==> config.mk <==
export PLATFORM = sky130hd
export DESIGN_NAME = manchester_frame_receiver_unit
export DESIGN_NICKNAME = d
export VERILOG_FILES = /design/src/hw/rtl/mfr_pkg.sv /design/src/hw/rtl/mfr_edge_tracker.sv /design/src/hw/rtl/mfr_framer.sv /design/src/hw/rtl/manchester_frame_receiver_unit.sv
export SDC_FILE = /design/constraint.sdc
export NUM_CORES = 1
export LEC_CHECK = 0
export BUFFER_PORTS_ARGS = -buffer_cell sky130_fd_sc_hd__buf_2
export CORE_MARGIN = 3
export CORE_UTILIZATION = 55
export CTS_BUF_LIST = sky130_fd_sc_hd__clkbuf_8
export CTS_CLUSTER_SIZE = 24
export DETAILED_ROUTE_END_ITERATION = 12
export PLACE_DENSITY = 0.78
export SETUP_SLACK_MARGIN = 0.3
export SLEW_MARGIN = 20
export SYNTH_ARGS = -nofsm -noshare
export SYNTH_HDL_FRONTEND = slang
export SYNTH_SLANG_ARGS = --single-unit
==> constraint.sdc <==
create_clock -name clk_i -period 24.1 [get_ports clk_i]
set_clock_uncertainty 0.1 [all_clocks]
set_input_delay 4.82 -clock clk_i [delete_from_list [all_inputs] [get_ports clk_i]]
set_output_delay 4.82 -clock clk_i [all_outputs]
set_load 0.01 [all_outputs]
==> src/hw/rtl/mfr_pkg.sv <==
`default_nettype none

package mfr_pkg;

  localparam int unsigned TicksW   = 32;
  localparam int unsigned NomW     = 20;
  localparam int unsigned HalfW    = 24;
  localparam int unsigned CfgIdxW  = 1;

  localparam logic [CfgIdxW-1:0] CFG_RX_ENABLE = 1'd0;
  localparam logic [CfgIdxW-1:0] CFG_NOMINAL   = 1'd1;

  localparam logic [NomW-1:0]  NOMINAL_RESET = 20'd1000;
  localparam logic [NomW-1:0]  MIN_HALF      = 20'd8;
  localparam logic [15:0]      SYNC_WORD     = 16'hFF2D;
  localparam logic [15:0]      CRC_POLY      = 16'h1021;
  localparam logic [15:0]      CRC_INIT      = 16'hFFFF;

  typedef enum logic [1:0] {
    RK_BYTE    = 2'd0,
    RK_OK      = 2'd1,
    RK_CRC_ERR = 2'd2
  } result_kind_e;

  // Tracker to framer: one decoded bit and/or a receiver clear.
  typedef struct packed {
    logic bit_valid;
    logic bit_val;
    logic clear;
  } trk_t;

  typedef struct packed {
    logic         valid;
    result_kind_e kind;
    logic [7:0]   data;
    logic [7:0]   offset;
    logic [7:0]   length;
  } res_t;

  // CRC16-CCITT, one byte, MSB first.
  function automatic logic [15:0] crc_feed(input logic [15:0] crc, input logic [7:0] data);
    logic [15:0] c;
    c = crc ^ {data, 8'h00};
    for (int i = 0; i < 8; i++) begin
      c = c[15] ? ({c[14:0], 1'b0} ^ CRC_POLY) : {c[14:0], 1'b0};
    end
    return c;
  endfunction

endpackage

`default_nettype wire

==> src/hw/rtl/mfr_edge_tracker.sv <==
`default_nettype none

// Clock recovery: lock, cell-boundary versus mid-cell decision, half-cell tracking.
module mfr_edge_tracker (
  input  wire                           clk_i,
  input  wire                           rst_ni,
  input  wire                           step_i,
  input  wire                           level_i,
  input  wire [mfr_pkg::TicksW-1:0]     dt_i,
  input  wire                           rx_enable_i,
  input  wire [mfr_pkg::NomW-1:0]       nominal_i,
  input  wire                           cfg_clear_i,
  input  wire                           frame_done_i,
  output mfr_pkg::trk_t                 trk_o
);

  logic                        locked_q, locked_d;
  logic                        exp_mid_q, exp_mid_d;
  logic [mfr_pkg::HalfW-1:0]   half_q, half_d;

  logic [mfr_pkg::NomW-1:0]    nom_eff;
  logic [mfr_pkg::HalfW-1:0]   h;
  logic [33:0]                 dt_w, h4, h3, dt2, meas, sum, est, lo, hi;
  logic                        gap, short_gap, do_track, start;

  always_comb begin
    nom_eff   = (nominal_i < mfr_pkg::MIN_HALF) ? mfr_pkg::MIN_HALF : nominal_i;
    h         = (half_q != '0) ? half_q : {4'b0, nom_eff};
    dt_w      = {2'b0, dt_i};
    dt2       = {1'b0, dt_i, 1'b0};
    h4        = {8'b0, h, 2'b0};
    h3        = {10'b0, h} + {9'b0, h, 1'b0};
    gap       = dt_w > h4;
    short_gap = dt2 < h3;

    locked_d  = locked_q;
    exp_mid_d = exp_mid_q;
    half_d    = half_q;
    trk_o     = '0;
    trk_o.bit_val = ~level_i;
    do_track  = 1'b0;
    start     = 1'b0;
    meas      = dt_w;

    if (rx_enable_i) begin
      if (!locked_q) begin
        start = level_i;
      end else if (gap) begin
        trk_o.clear = 1'b1;
        start       = level_i;
        locked_d    = 1'b0;
        exp_mid_d   = 1'b0;
        half_d      = '0;
      end else if (exp_mid_q) begin
        do_track        = 1'b1;
        exp_mid_d       = 1'b0;
        trk_o.bit_valid = 1'b1;
      end else if (short_gap) begin
        do_track  = 1'b1;
        exp_mid_d = 1'b1;
      end else begin
        // Cell-boundary spacing covers two half cells.
        do_track        = 1'b1;
        meas            = {1'b0, dt_w[33:1]};
        exp_mid_d       = 1'b0;
        trk_o.bit_valid = 1'b1;
      end
    end

    // Estimate follows (3*est + measured)/4, clamped to [nom/8, nom*8].
    sum = {10'b0, half_q} + {9'b0, half_q, 1'b0} + meas;
    est = {2'b0, sum[33:2]};
    lo  = {17'b0, nom_eff[mfr_pkg::NomW-1:3]};
    hi  = {11'b0, nom_eff, 3'b0};
    if (est < lo) est = lo;
    if (est > hi) est = hi;
    if (do_track && meas != '0) begin
      half_d = est[mfr_pkg::HalfW-1:0];
    end

    if (start) begin
      trk_o.clear = 1'b1;
      locked_d    = 1'b1;
      exp_mid_d   = 1'b1;
      half_d      = {4'b0, nom_eff};
    end
  end

  always_ff @(posedge clk_i or negedge rst_ni) begin
    if (!rst_ni) begin
      locked_q  <= 1'b0;
      exp_mid_q <= 1'b0;
      half_q    <= '0;
    end else if (cfg_clear_i || (step_i && frame_done_i)) begin
      locked_q  <= 1'b0;
      exp_mid_q <= 1'b0;
      half_q    <= '0;
    end else if (step_i) begin
      locked_q  <= locked_d;
      exp_mid_q <= exp_mid_d;
      half_q    <= half_d;
    end
  end

endmodule

`default_nettype wire

==> src/hw/rtl/mfr_framer.sv <==
`default_nettype none

// Sync hunt, byte assembly, length/payload/CRC framing.
module mfr_framer (
  input  wire             clk_i,
  input  wire             rst_ni,
  input  wire             step_i,
  input  mfr_pkg::trk_t   trk_i,
  input  wire             cfg_clear_i,
  output mfr_pkg::res_t   res_o
);

  localparam logic [1:0] PH_HUNT    = 2'd0;
  localparam logic [1:0] PH_LENGTH  = 2'd1;
  localparam logic [1:0] PH_PAYLOAD = 2'd2;

  logic [15:0] hunt_q, hunt_d;
  logic [1:0]  phase_q, phase_d;
  logic [7:0]  acc_q, acc_d, acc_n;
  logic [2:0]  cnt_q, cnt_d;
  logic [7:0]  len_q, len_d;
  logic [8:0]  bytes_q, bytes_d;
  logic [15:0] crc_q, crc_d;
  logic [7:0]  crc_hi_q, crc_hi_d;
  logic        clear_all;

  always_comb begin
    hunt_d   = hunt_q;
    phase_d  = phase_q;
    acc_d    = acc_q;
    cnt_d    = cnt_q;
    len_d    = len_q;
    bytes_d  = bytes_q;
    crc_d    = crc_q;
    crc_hi_d = crc_hi_q;
    acc_n    = {acc_q[6:0], trk_i.bit_val};
    clear_all = trk_i.clear;

    res_o        = '0;
    res_o.kind   = mfr_pkg::RK_BYTE;
    res_o.length = len_q;

    if (!trk_i.clear && trk_i.bit_valid) begin
      unique case (phase_q) inside
        PH_LENGTH, PH_PAYLOAD: begin
          if (cnt_q != 3'd7) begin
            cnt_d = cnt_q + 3'd1;
            acc_d = acc_n;
          end else begin
            cnt_d = '0;
            acc_d = '0;
            if (phase_q == PH_LENGTH) begin
              len_d   = acc_n;
              crc_d   = mfr_pkg::crc_feed(crc_q, acc_n);
              bytes_d = '0;
              phase_d = PH_PAYLOAD;
            end else if (bytes_q < {1'b0, len_q}) begin
              res_o.valid  = 1'b1;
              res_o.data   = acc_n;
              res_o.offset = bytes_q[7:0];
              crc_d        = mfr_pkg::crc_feed(crc_q, acc_n);
              bytes_d      = bytes_q + 9'd1;
            end else if (bytes_q == {1'b0, len_q}) begin
              crc_hi_d = acc_n;
              bytes_d  = bytes_q + 9'd1;
            end else begin
              res_o.valid = 1'b1;
              res_o.kind  = ({crc_hi_q, acc_n} == crc_q) ? mfr_pkg::RK_OK
                                                         : mfr_pkg::RK_CRC_ERR;
              clear_all   = 1'b1;
            end
          end
        end
        default: begin
          // Hunting; the unused phase code hunts too.
          hunt_d = {hunt_q[14:0], trk_i.bit_val};
          if (hunt_d == mfr_pkg::SYNC_WORD) begin
            phase_d = PH_LENGTH;
            acc_d   = '0;
            cnt_d   = '0;
            bytes_d = '0;
            crc_d   = mfr_pkg::CRC_INIT;
          end
        end
      endcase
    end

    if (clear_all) begin
      hunt_d   = '0;
      phase_d  = PH_HUNT;
      acc_d    = '0;
      cnt_d    = '0;
      len_d    = '0;
      bytes_d  = '0;
      crc_d    = mfr_pkg::CRC_INIT;
      crc_hi_d = '0;
    end
  end

  always_ff @(posedge clk_i or negedge rst_ni) begin
    if (!rst_ni) begin
      hunt_q   <= '0;
      phase_q  <= PH_HUNT;
      acc_q    <= '0;
      cnt_q    <= '0;
      len_q    <= '0;
      bytes_q  <= '0;
      crc_q    <= mfr_pkg::CRC_INIT;
      crc_hi_q <= '0;
    end else if (cfg_clear_i) begin
      hunt_q   <= '0;
      phase_q  <= PH_HUNT;
      acc_q    <= '0;
      cnt_q    <= '0;
      len_q    <= '0;
      bytes_q  <= '0;
      crc_q    <= mfr_pkg::CRC_INIT;
      crc_hi_q <= '0;
    end else if (step_i) begin
      hunt_q   <= hunt_d;
      phase_q  <= phase_d;
      acc_q    <= acc_d;
      cnt_q    <= cnt_d;
      len_q    <= len_d;
      bytes_q  <= bytes_d;
      crc_q    <= crc_d;
      crc_hi_q <= crc_hi_d;
    end
  end

endmodule

`default_nettype wire

==> src/hw/rtl/manchester_frame_receiver_unit.sv <==
// Manchester frame receiver: line edges in, payload bytes and frame status out.
// An edge waits in the input register; its result is offered from the result register.
// Throughput: one edge per clock while no result stalls; single-pass edge and framing logic.
// Reset (rst_ni, async, active low): receive disabled, half cell 1000 ticks, receiver unlocked
// and hunting for sync, CRC preset to all ones, input and result stages empty.
`default_nettype none

module manchester_frame_receiver_unit (
  input  wire                               clk_i,
  input  wire                               rst_ni,
  // Edge stream.
  input  wire                               s_axis_tvalid_i,
  output logic                              s_axis_tready_o,
  input  wire  [39:0]                       s_axis_tdata_i,  // line_level, elapsed_ticks[31:0], 0
  // Result stream.
  output logic                              m_axis_tvalid_o,
  input  wire                               m_axis_tready_i,
  output logic [23:0]                       m_axis_tdata_o,  // payload_byte, byte_offset,
                                                             // frame_length
  output logic [1:0]                        m_axis_tuser_o,  // result_kind
  // Configuration writes.
  input  wire                               cfg_we_i,
  input  wire  [mfr_pkg::CfgIdxW-1:0]       cfg_index_i,
  input  wire  [mfr_pkg::NomW-1:0]          cfg_wdata_i
);

  // Configuration registers.
  logic                        rx_enable_q;
  logic [mfr_pkg::NomW-1:0]    nominal_q;
  logic                        cfg_clear;

  // Input register.
  logic                        in_valid_q;
  logic                        in_level_q;
  logic [mfr_pkg::TicksW-1:0]  in_dt_q;

  // Result register.
  logic                        out_valid_q;
  mfr_pkg::res_t               out_q;

  logic                        advance;
  logic                        in_take;
  mfr_pkg::trk_t               trk;
  mfr_pkg::res_t               res;
  logic                        frame_done;

  // Arming receive (writing enable as 1) wipes the receiver state.
  assign cfg_clear = cfg_we_i && (cfg_index_i == mfr_pkg::CFG_RX_ENABLE) && cfg_wdata_i[0];

  always_ff @(posedge clk_i or negedge rst_ni) begin
    if (!rst_ni) begin
      rx_enable_q <= 1'b0;
      nominal_q   <= mfr_pkg::NOMINAL_RESET;
    end else if (cfg_we_i) begin
      unique case (cfg_index_i)
        mfr_pkg::CFG_RX_ENABLE: rx_enable_q <= cfg_wdata_i[0];
        mfr_pkg::CFG_NOMINAL:   nominal_q   <= cfg_wdata_i;
        default: ;
      endcase
    end
  end

  // Process the held edge whenever the result register is free or being drained.
  // The result register parts the two sides, so a stalled consumer holds only
  // this stage and the input keeps flowing until the held edge itself must wait.
  assign advance         = in_valid_q && (!out_valid_q || m_axis_tready_i);
  assign s_axis_tready_o = !in_valid_q || advance;
  assign in_take         = s_axis_tvalid_i && s_axis_tready_o;

  always_ff @(posedge clk_i or negedge rst_ni) begin
    if (!rst_ni) begin
      in_valid_q <= 1'b0;
    end else if (in_take) begin
      in_valid_q <= 1'b1;
    end else if (advance) begin
      in_valid_q <= 1'b0;
    end
  end

  // Payload of the input stage; no reset needed.
  always_ff @(posedge clk_i) begin
    if (in_take) begin
      in_level_q <= s_axis_tdata_i[0];
      in_dt_q    <= s_axis_tdata_i[mfr_pkg::TicksW:1];
    end
  end

  // A frame end returns the tracker to unlocked.
  assign frame_done = res.valid && (res.kind != mfr_pkg::RK_BYTE);

  mfr_edge_tracker u_tracker (
    .clk_i        (clk_i),
    .rst_ni       (rst_ni),
    .step_i       (advance),
    .level_i      (in_level_q),
    .dt_i         (in_dt_q),
    .rx_enable_i  (rx_enable_q),
    .nominal_i    (nominal_q),
    .cfg_clear_i  (cfg_clear),
    .frame_done_i (frame_done),
    .trk_o        (trk)
  );

  mfr_framer u_framer (
    .clk_i       (clk_i),
    .rst_ni      (rst_ni),
    .step_i      (advance),
    .trk_i       (trk),
    .cfg_clear_i (cfg_clear),
    .res_o       (res)
  );

  // Result register: load on a produced result, drop once the transaction completes.
  always_ff @(posedge clk_i or negedge rst_ni) begin
    if (!rst_ni) begin
      out_valid_q <= 1'b0;
    end else if (advance && res.valid) begin
      out_valid_q <= 1'b1;
    end else if (m_axis_tready_i) begin
      out_valid_q <= 1'b0;
    end
  end

  always_ff @(posedge clk_i) begin
    if (advance && res.valid) begin
      out_q <= res;
    end
  end

  assign m_axis_tvalid_o = out_valid_q;
  assign m_axis_tdata_o  = {out_q.length, out_q.offset, out_q.data};
  assign m_axis_tuser_o  = out_q.kind;

endmodule

`default_nettype wire

* Word level (Yosys, flattened, before mapping)
Index checks and enable logic that the tools add are counted.
** Cells by class
- $add $sub $neg :: 5
- $mul :: 0
- Divide/modulo/power cells :: 0
- Order comparisons :: 6
- Equality and inequality tests :: 14
- Shift operators :: 0
- Multiplexer cells :: 132
- Bitwise logic cells :: 14
- Reduce and logical (&&, ||, !) cells :: 46
** Operator list (count)
- 2-to-1 mux 24 bit :: 9
- 2-to-1 mux 16 bit :: 10
- 2-to-1 mux 34 bit :: 4
- 2-to-1 mux 8 bit :: 16
- 2-to-1 mux 13 bit :: 8
- 2-to-1 mux 9 bit :: 10
- 2-to-1 mux 19 bit :: 4
- 2-to-1 mux 15 bit :: 5
- 2-to-1 mux 32 bit :: 2
- adder 24 x 25 -> 26 bit :: 2
- 2-to-1 mux 7 bit :: 7
- 2-to-1 mux 1 bit :: 38
- adder 34 bit :: 1
- less-than comparator 33 x 34 -> 1 bit :: 1
- nonzero test 34 bit :: 1
- > comparator 32 x 23 -> 1 bit :: 1
- > comparator 32 x 26 -> 1 bit :: 1
- less-than comparator 32 x 17 -> 1 bit :: 1
- 2-to-1 mux 3 bit :: 8
- inverter 3 bit :: 8
- nonzero test 24 bit :: 1
- less-than comparator 20 x 4 -> 1 bit, second input constant :: 1
- 2-to-1 mux 2 bit :: 10
- 2-to-1 mux 20 bit :: 1
- other kinds (29) :: 67
** Storage, ports and cells
- Register bits after elaboration :: 176
- Latch bits :: 0
- Bits in writable memories :: 0
- Bits in read-only memories :: 0
- Output and inout port bits :: 28
- Logic and storage cells :: 238
- Memories :: 0

* Depth between registers and ports, before layout
- Word-level depth :: 26
- Depth in mapped cells :: 76
- Gate-level depth less buffers :: 70

* By module
From an unflattened synthesis, not the netlist that was laid out.
** Second synthesis, totals
- Cells, all modules :: 1431
- Area total of the unflattened synthesis :: 14022.2 um2
** By module, submodules not included
- mfr_edge_tracker :: times used 1, cells each 958, area each 7519.7 um2, seq. area each 650.6 um2
- mfr_framer :: times used 1, cells each 356, area each 3738.6 um2, seq. area each 1721.7 um2
- manchester_frame_receiver_unit :: times used 1, cells each 117, area each 2763.9 um2, seq. area each 2354.8 um2

* Least setup slack after synthesis
Ideal clock, no wire load.
- Path kind :: flip-flop to flip-flop
- From :: register u_tracker.half_q[23] in the netlist's numbering
- To :: register u_tracker.half_q[14] in the netlist's numbering
- Library setup time :: 138 ps
- Data arrival time :: 13968 ps
- Required time :: 23862 ps
- Path slack :: 9894 ps
- Cell stages (with the launch flop) :: 76
- Buffers on the path :: 5
- Cells stage by stage :: dfrtp_1 inv_1 ha_1 nand4_1 or3_1 clkbuf_1 clkbuf_1 nand2_1 o21ai_0 fa_1 a21o_1 a21oi_1 o21bai_1 a21oi_1 o21bai_1 a21oi_1 o21bai_1 a21oi_1 [... 40 more ...] ha_1 a21o_1 a21o_1 a211oi_1 o22ai_1 a211oi_1 o21ai_0 a21o_1 a21o_1 a21oi_1 inv_1 o41a_1 nor3b_1 nand2b_1 mux2i_2 buf_2 a222oi_1 o21ai_0
** Between the ends
- Cells in the longest elaborated chain, start to end :: 18
** RTL lines
- start: declaration :: line mfr_edge_tracker.sv:19 : logic [mfr_pkg::HalfW-1:0] half_q, half_d;
- start signal: assignment :: line mfr_edge_tracker.sv:101 : half_q <= half_d;
- nonzero test 24 bit :: line mfr_edge_tracker.sv:28 : h = (half_q != '0) ? half_q : {4'b0, nom_eff};
- 2-to-1 mux 24 bit :: line mfr_edge_tracker.sv:28
- adder 24 x 25 -> 26 bit :: line mfr_edge_tracker.sv:32 : h3 = {10'b0, h} + {9'b0, h, 1'b0};
- less-than comparator 33 x 34 -> 1 bit :: line mfr_edge_tracker.sv:34 : short_gap = dt2 < h3;
- 2-to-1 mux 32 bit :: line mfr_edge_tracker.sv:58 : end else if (short_gap) begin
- 2-to-1 mux 34 bit :: line mfr_edge_tracker.sv:54 : end else if (exp_mid_q) begin
- 2-to-1 mux 34 bit :: line mfr_edge_tracker.sv:48 : end else if (gap) begin
- 2-to-1 mux 34 bit :: line mfr_edge_tracker.sv:46 : if (!locked_q) begin
- [... 2 more ...]
- less-than comparator 32 x 17 -> 1 bit :: line mfr_edge_tracker.sv:75 : if (est < lo) est = lo;
- 2-to-1 mux 32 bit :: line mfr_edge_tracker.sv:75
- > comparator 32 x 23 -> 1 bit :: line mfr_edge_tracker.sv:76 : if (est > hi) est = hi;
- 2-to-1 mux 24 bit :: line mfr_edge_tracker.sv:76
- 2-to-1 mux 24 bit :: line mfr_edge_tracker.sv:77 : if (do_track && meas != '0) begin
- 2-to-1 mux 24 bit :: line mfr_edge_tracker.sv:81 : if (start) begin
- 2-to-1 mux 24 bit :: line mfr_edge_tracker.sv:98 : end else if (step_i) begin
- 2-to-1 mux 24 bit :: line mfr_edge_tracker.sv:94 : end else if (cfg_clear_i || (step_i && frame_done_i)) begin
Several ways; a longest one is shown, not always the timed one. The select of a mux whose other input is x is not followed.
A chain may end at the register's enable or synchronous reset.

* Final worst setup path
- From :: register u_tracker.half_q[16] in the netlist's numbering
- To :: register u_tracker.half_q[5] in the netlist's numbering
The elaborated chain is that of the path after synthesis.

==> results.py <==
metrics = {
    "clocking": {
        "cts_hold_buf": 0,
        "cts_sinks": 176,
        "numCtsBuffers": 17,
        "clock_tree_from_tritoncts": "built",
        "ctsLongestPathBuffers": 2,
        "postCtsSetupBuffers": 0,
        "clk_pin_slew_worst_setup_hold_paths_ps": 120,
        "htree_levels": 4,
        "clock_insertion_delay_worst_skew_ps": 490,
        "ctsRootBufferMaster": "sky130_fd_sc_hd__clkbuf_8",
        "cts_repair_resize_count": 0,
    },
    "layout": {
        "fill_cells": 2236,
        "layout-area-overhead-vs-synth_pct": 8.29,
        "final_util_pct": 60.7,
        "num-nets-final": 1868,
        "insertedDiodeCount": 0,
        "stdcell_count": 1965,
        "post_route_cells_drive_above_1_share_pct": 13.6,
    },
    "critical_path": {
        "worstReg2RegStart": "u_tracker.half_q[16]$_DFFE_PN0P_",
        "crit-reg2reg-capture": "u_tracker.half_q[5]$_DFFE_PN0P_",
        "ff2ff_setup_slack_ps": 6110,
        "worstPathMaxFanout": 32,
        "timing.setup.critical_path_class": "reg -> reg",
        "cp_data_required_time_ps": 24340,
        "timing.critical_path.mode_cell": "sky130_fd_sc_hd__a21oi_1",
        "r2r.worst_path.cells": 71,
        "setup.worst_path.end": "u_tracker.half_q[5]$_DFFE_PN0P_",
        "critical-path-max-stage-delay_ps": 810,
        "cp_data_arrival_time_ps": 18220,
        "end_kind": "flip-flop",
        "cp-startpoint": "u_tracker.half_q[16]$_DFFE_PN0P_",
        "critical-path-slowest-cell": "sky130_fd_sc_hd__a2111o_1",
        "worst_setup_path_start_kind": "flip-flop",
    },
    "floorplan": {
        "core_area_um2": 25300,
        "initial_utilization_pct": 56.1,
        "die_h_um": 166,
        "design.die.area_um2": 27700,
        "die_width_um": 166,
        "pin_count": 94,
        "std_cell_rows": 58,
    },
    "timing": {
        "worst-slew-pin-transition_ps": 1120,
        "max-slew-margin-rel_pct": 25.1,
        "finalSetupTns_ps": 0,
        "finalSetupViolations": 0,
        "whs_ps": 364,
        "timing_hold_violations_final": 0,
        "final_min_period_over_clock_period_pct": 74.6,
        "finalCriticalPeriod_ps": 17990,
        "report.final.slew_viol_count": 0,
        "max_clock_freq_mhz": 55.6,
        "setup_repair_after_global_routing_missed_its_margin": "false",
    },
    "global_route": {
        "antenna_found_initial": 0,
        "grt_use_total_pct": 27.4,
        "grt_max_degree": 87,
        "first_global_vias": 11800,
        "grt-ovfl-total": 0,
        "first_pass_grt_wire_length_um": 62000,
    },
    "synthesis": {
        "yosys_most_used_dff": "sky130_fd_sc_hd__dfrtp_1",
        "mappedNetlistArea_um2": 14200,
        "synth_edf_count": 59,
        "synth_seq_cells": 176,
        "synthesis.yosys.warnings": 0,
        "ys_seq_area_share_pct": 33.4,
        "synth_cells": 1555,
        "postSynthAreaPerCell_um2": 9.11,
        "async_reset_ff_share_pct": 66.5,
        "syn_nets": 1801,
        "yosys.cell_types.count": 74,
    },
    "power_and_ir_drop": {
        "pwr_density_cell_nw_per_um2": 88.4,
        "power.total_mw": 1.36,
        "leakagePower_nw": 7.24,
        "irDropWorstVdd_mv": 0.0423,
    },
    "drt": {
        "route.final.wire_length_um": 38200,
        "avgRoutedWirePerCell_um": 19.4,
        "antenna_left": 0,
        "drt_first_pass_iters": 6,
        "drc_violation_total_after_the_first_tritonroute_iteration": 992,
        "routed-via-count": 12000,
        "post-route-drc-count": 0,
        "via_per_inst": 6.10,
    },
    "hold_path": {
        "holdCritPathClass": "reg -> reg",
    },
    "placed_design": {
        "post-place-cells": 1933,
        "portBuffers": 86,
        "hpwlAfterDp_um": 29800,
        "gp_congestion": 0.963,
    },
    "outcome": {
        "run_status": "finished clean",
    },
    "flow_run": {
        "timing.max_cap.violations": 0,
    },
}
cells in the final DEF (no fill, tap or decap), types with 30 or more instances in the layout:
master                     count
sky130_fd_sc_hd__a21o_1       52
sky130_fd_sc_hd__a21oi_1      99
sky130_fd_sc_hd__and3_1       30
sky130_fd_sc_hd__buf_2        85
sky130_fd_sc_hd__dfrtp_1      95
sky130_fd_sc_hd__edfxtp_1     59
sky130_fd_sc_hd__ha_1        178
sky130_fd_sc_hd__inv_1       128
sky130_fd_sc_hd__mux2_2       55
sky130_fd_sc_hd__nand2_1     154
sky130_fd_sc_hd__nand3_1      41
sky130_fd_sc_hd__nand4_1      36
sky130_fd_sc_hd__nor2_1       68
sky130_fd_sc_hd__o21ai_0     105
sky130_fd_sc_hd__xnor2_1      81
flip-flops by register name, summed over array words and instances (netlist names), 2 cells and up:
register	count
u_framer.len_q	8
m_axis_tuser_o	2
u_framer.crc_q	16
u_framer.phase_q	2
u_framer.acc_q	7
u_tracker.half_q	24
m_axis_tdata_o	24
u_framer.crc_hi_q	8
nominal_q	20
in_dt_q	32
u_framer.bytes_q	9
u_framer.hunt_q	15
u_framer.cnt_q	3
synth_stat cells (all sizes together) (14+ instances only):
| master | instances | area share, % |
|---|---|---|
| a21o | 52 | 2.8 |
| a21oi | 100 | 3.5 |
| a222oi | 14 | 0.99 |
| a31oi | 21 | 0.97 |
| and3 | 30 | 1.3 |
| clkbuf | 43 | 1.1 |
| dfrtp | 95 | 17 |
| dfstp | 22 | 4.1 |
| edfxtp | 59 | 13 |
| ha | 178 | 16 |
| inv | 128 | 3.4 |
| mux2 | 55 | 4.4 |
| mux2i | 19 | 1.4 |
| nand2 | 154 | 4.1 |
| nand3 | 41 | 1.4 |
| nand4 | 36 | 1.6 |
| nor2 | 69 | 1.8 |
| nor4 | 18 | 0.80 |
| o21ai | 118 | 4.2 |
| o21bai | 20 | 1.1 |
| xnor2 | 81 | 5.0 |
| xor2 | 23 | 1.4 |
area by class of cell:
| cell class | count | area [um^2] | area share, % |
|---|---|---|---|
| Multi-Input combinational cell | 1205 | 8780 | 57.3 |
| Sequential cell | 176 | 4730 | 30.8 |
| Timing Repair Buffer | 94 | 497 | 3.24 |
| Inverter | 128 | 480 | 3.13 |
| Tap cell | 330 | 413 | 2.69 |
| Clock buffer | 17 | 234 | 1.53 |
| Clock inverter | 15 | 204 | 1.33 |
metal layers:
metal | vias to the layer above | track usage, % | part of all wire, % | wire length, um
li1 | 5798 | - | - | -
met3 | 79 | 3.35 | 5.3 | 2020
met5 | - | 0 | 0 | 0
met4 | 0 | 12.4 | 4.3 | 1650
met2 | 381 | 45.7 | 48 | 18300
met1 | 5725 | 36.0 | 42 | 16200
through the flow:
stage | worst slack (ps) | cell area [um^2]
final | 6110 | 15300
after global routing | 4880 | 15300
after floorplan | 9890 | 14200
after detailed placement | 6510 | 14900
after global placement | 6650 | 14900
after CTS | 6330 | 15300
kinds of logic after synthesis:
group           after synthesis  share of synthesized area (%)
xor+xnor                    104                           6.43
fa+ha+maj                   180                           16.0
compound gates              408                           18.4
simple gates                439                           15.3
mux                          74                           5.74
flops                       176                           33.4
buf+inv                     174                           4.73
worst min path at each step:
stage,endpoint,cells after the start,startpoint,slack [ps]
2_1_floorplan,m_axis_tdata_o[17]$_DFFE_PP_,0,u_framer.len_q[1]$_DFFE_PN0P_,320
3_3_place_gp,m_axis_tdata_o[17]$_DFFE_PP_,0,u_framer.len_q[1]$_DFFE_PN0P_,340
3_5_place_dp,m_axis_tdata_o[17]$_DFFE_PP_,0,u_framer.len_q[1]$_DFFE_PN0P_,330
4_1_cts,m_axis_tdata_o[17]$_DFFE_PP_,0,u_framer.len_q[1]$_DFFE_PN0P_,360
5_1_grt,m_axis_tdata_o[17]$_DFFE_PP_,0,u_framer.len_q[1]$_DFFE_PN0P_,370
6_report,m_axis_tdata_o[17]$_DFFE_PP_,0,u_framer.len_q[1]$_DFFE_PN0P_,360
power by group:
part | leakage [nW] | internal (mW) | switching (mW)
sequential | 2.10 | 0.361 | 0.0528
combinational | 4.92 | 0.292 | 0.423
clock | 0.215 | 0.0829 | 0.143
total | 7.24 | 0.736 | 0.619
worst max-delay path, delay by kind of cell, from the launching register on:
family	cells	cell delay (ps)
compound gates	41	8900
xor+xnor	2	350
fa+ha+maj	6	1920
buf+inv	6	850
flops	1	500
mux	3	980
simple gates	13	4160
No activity file was read; power rests on OpenSTA's default activity.
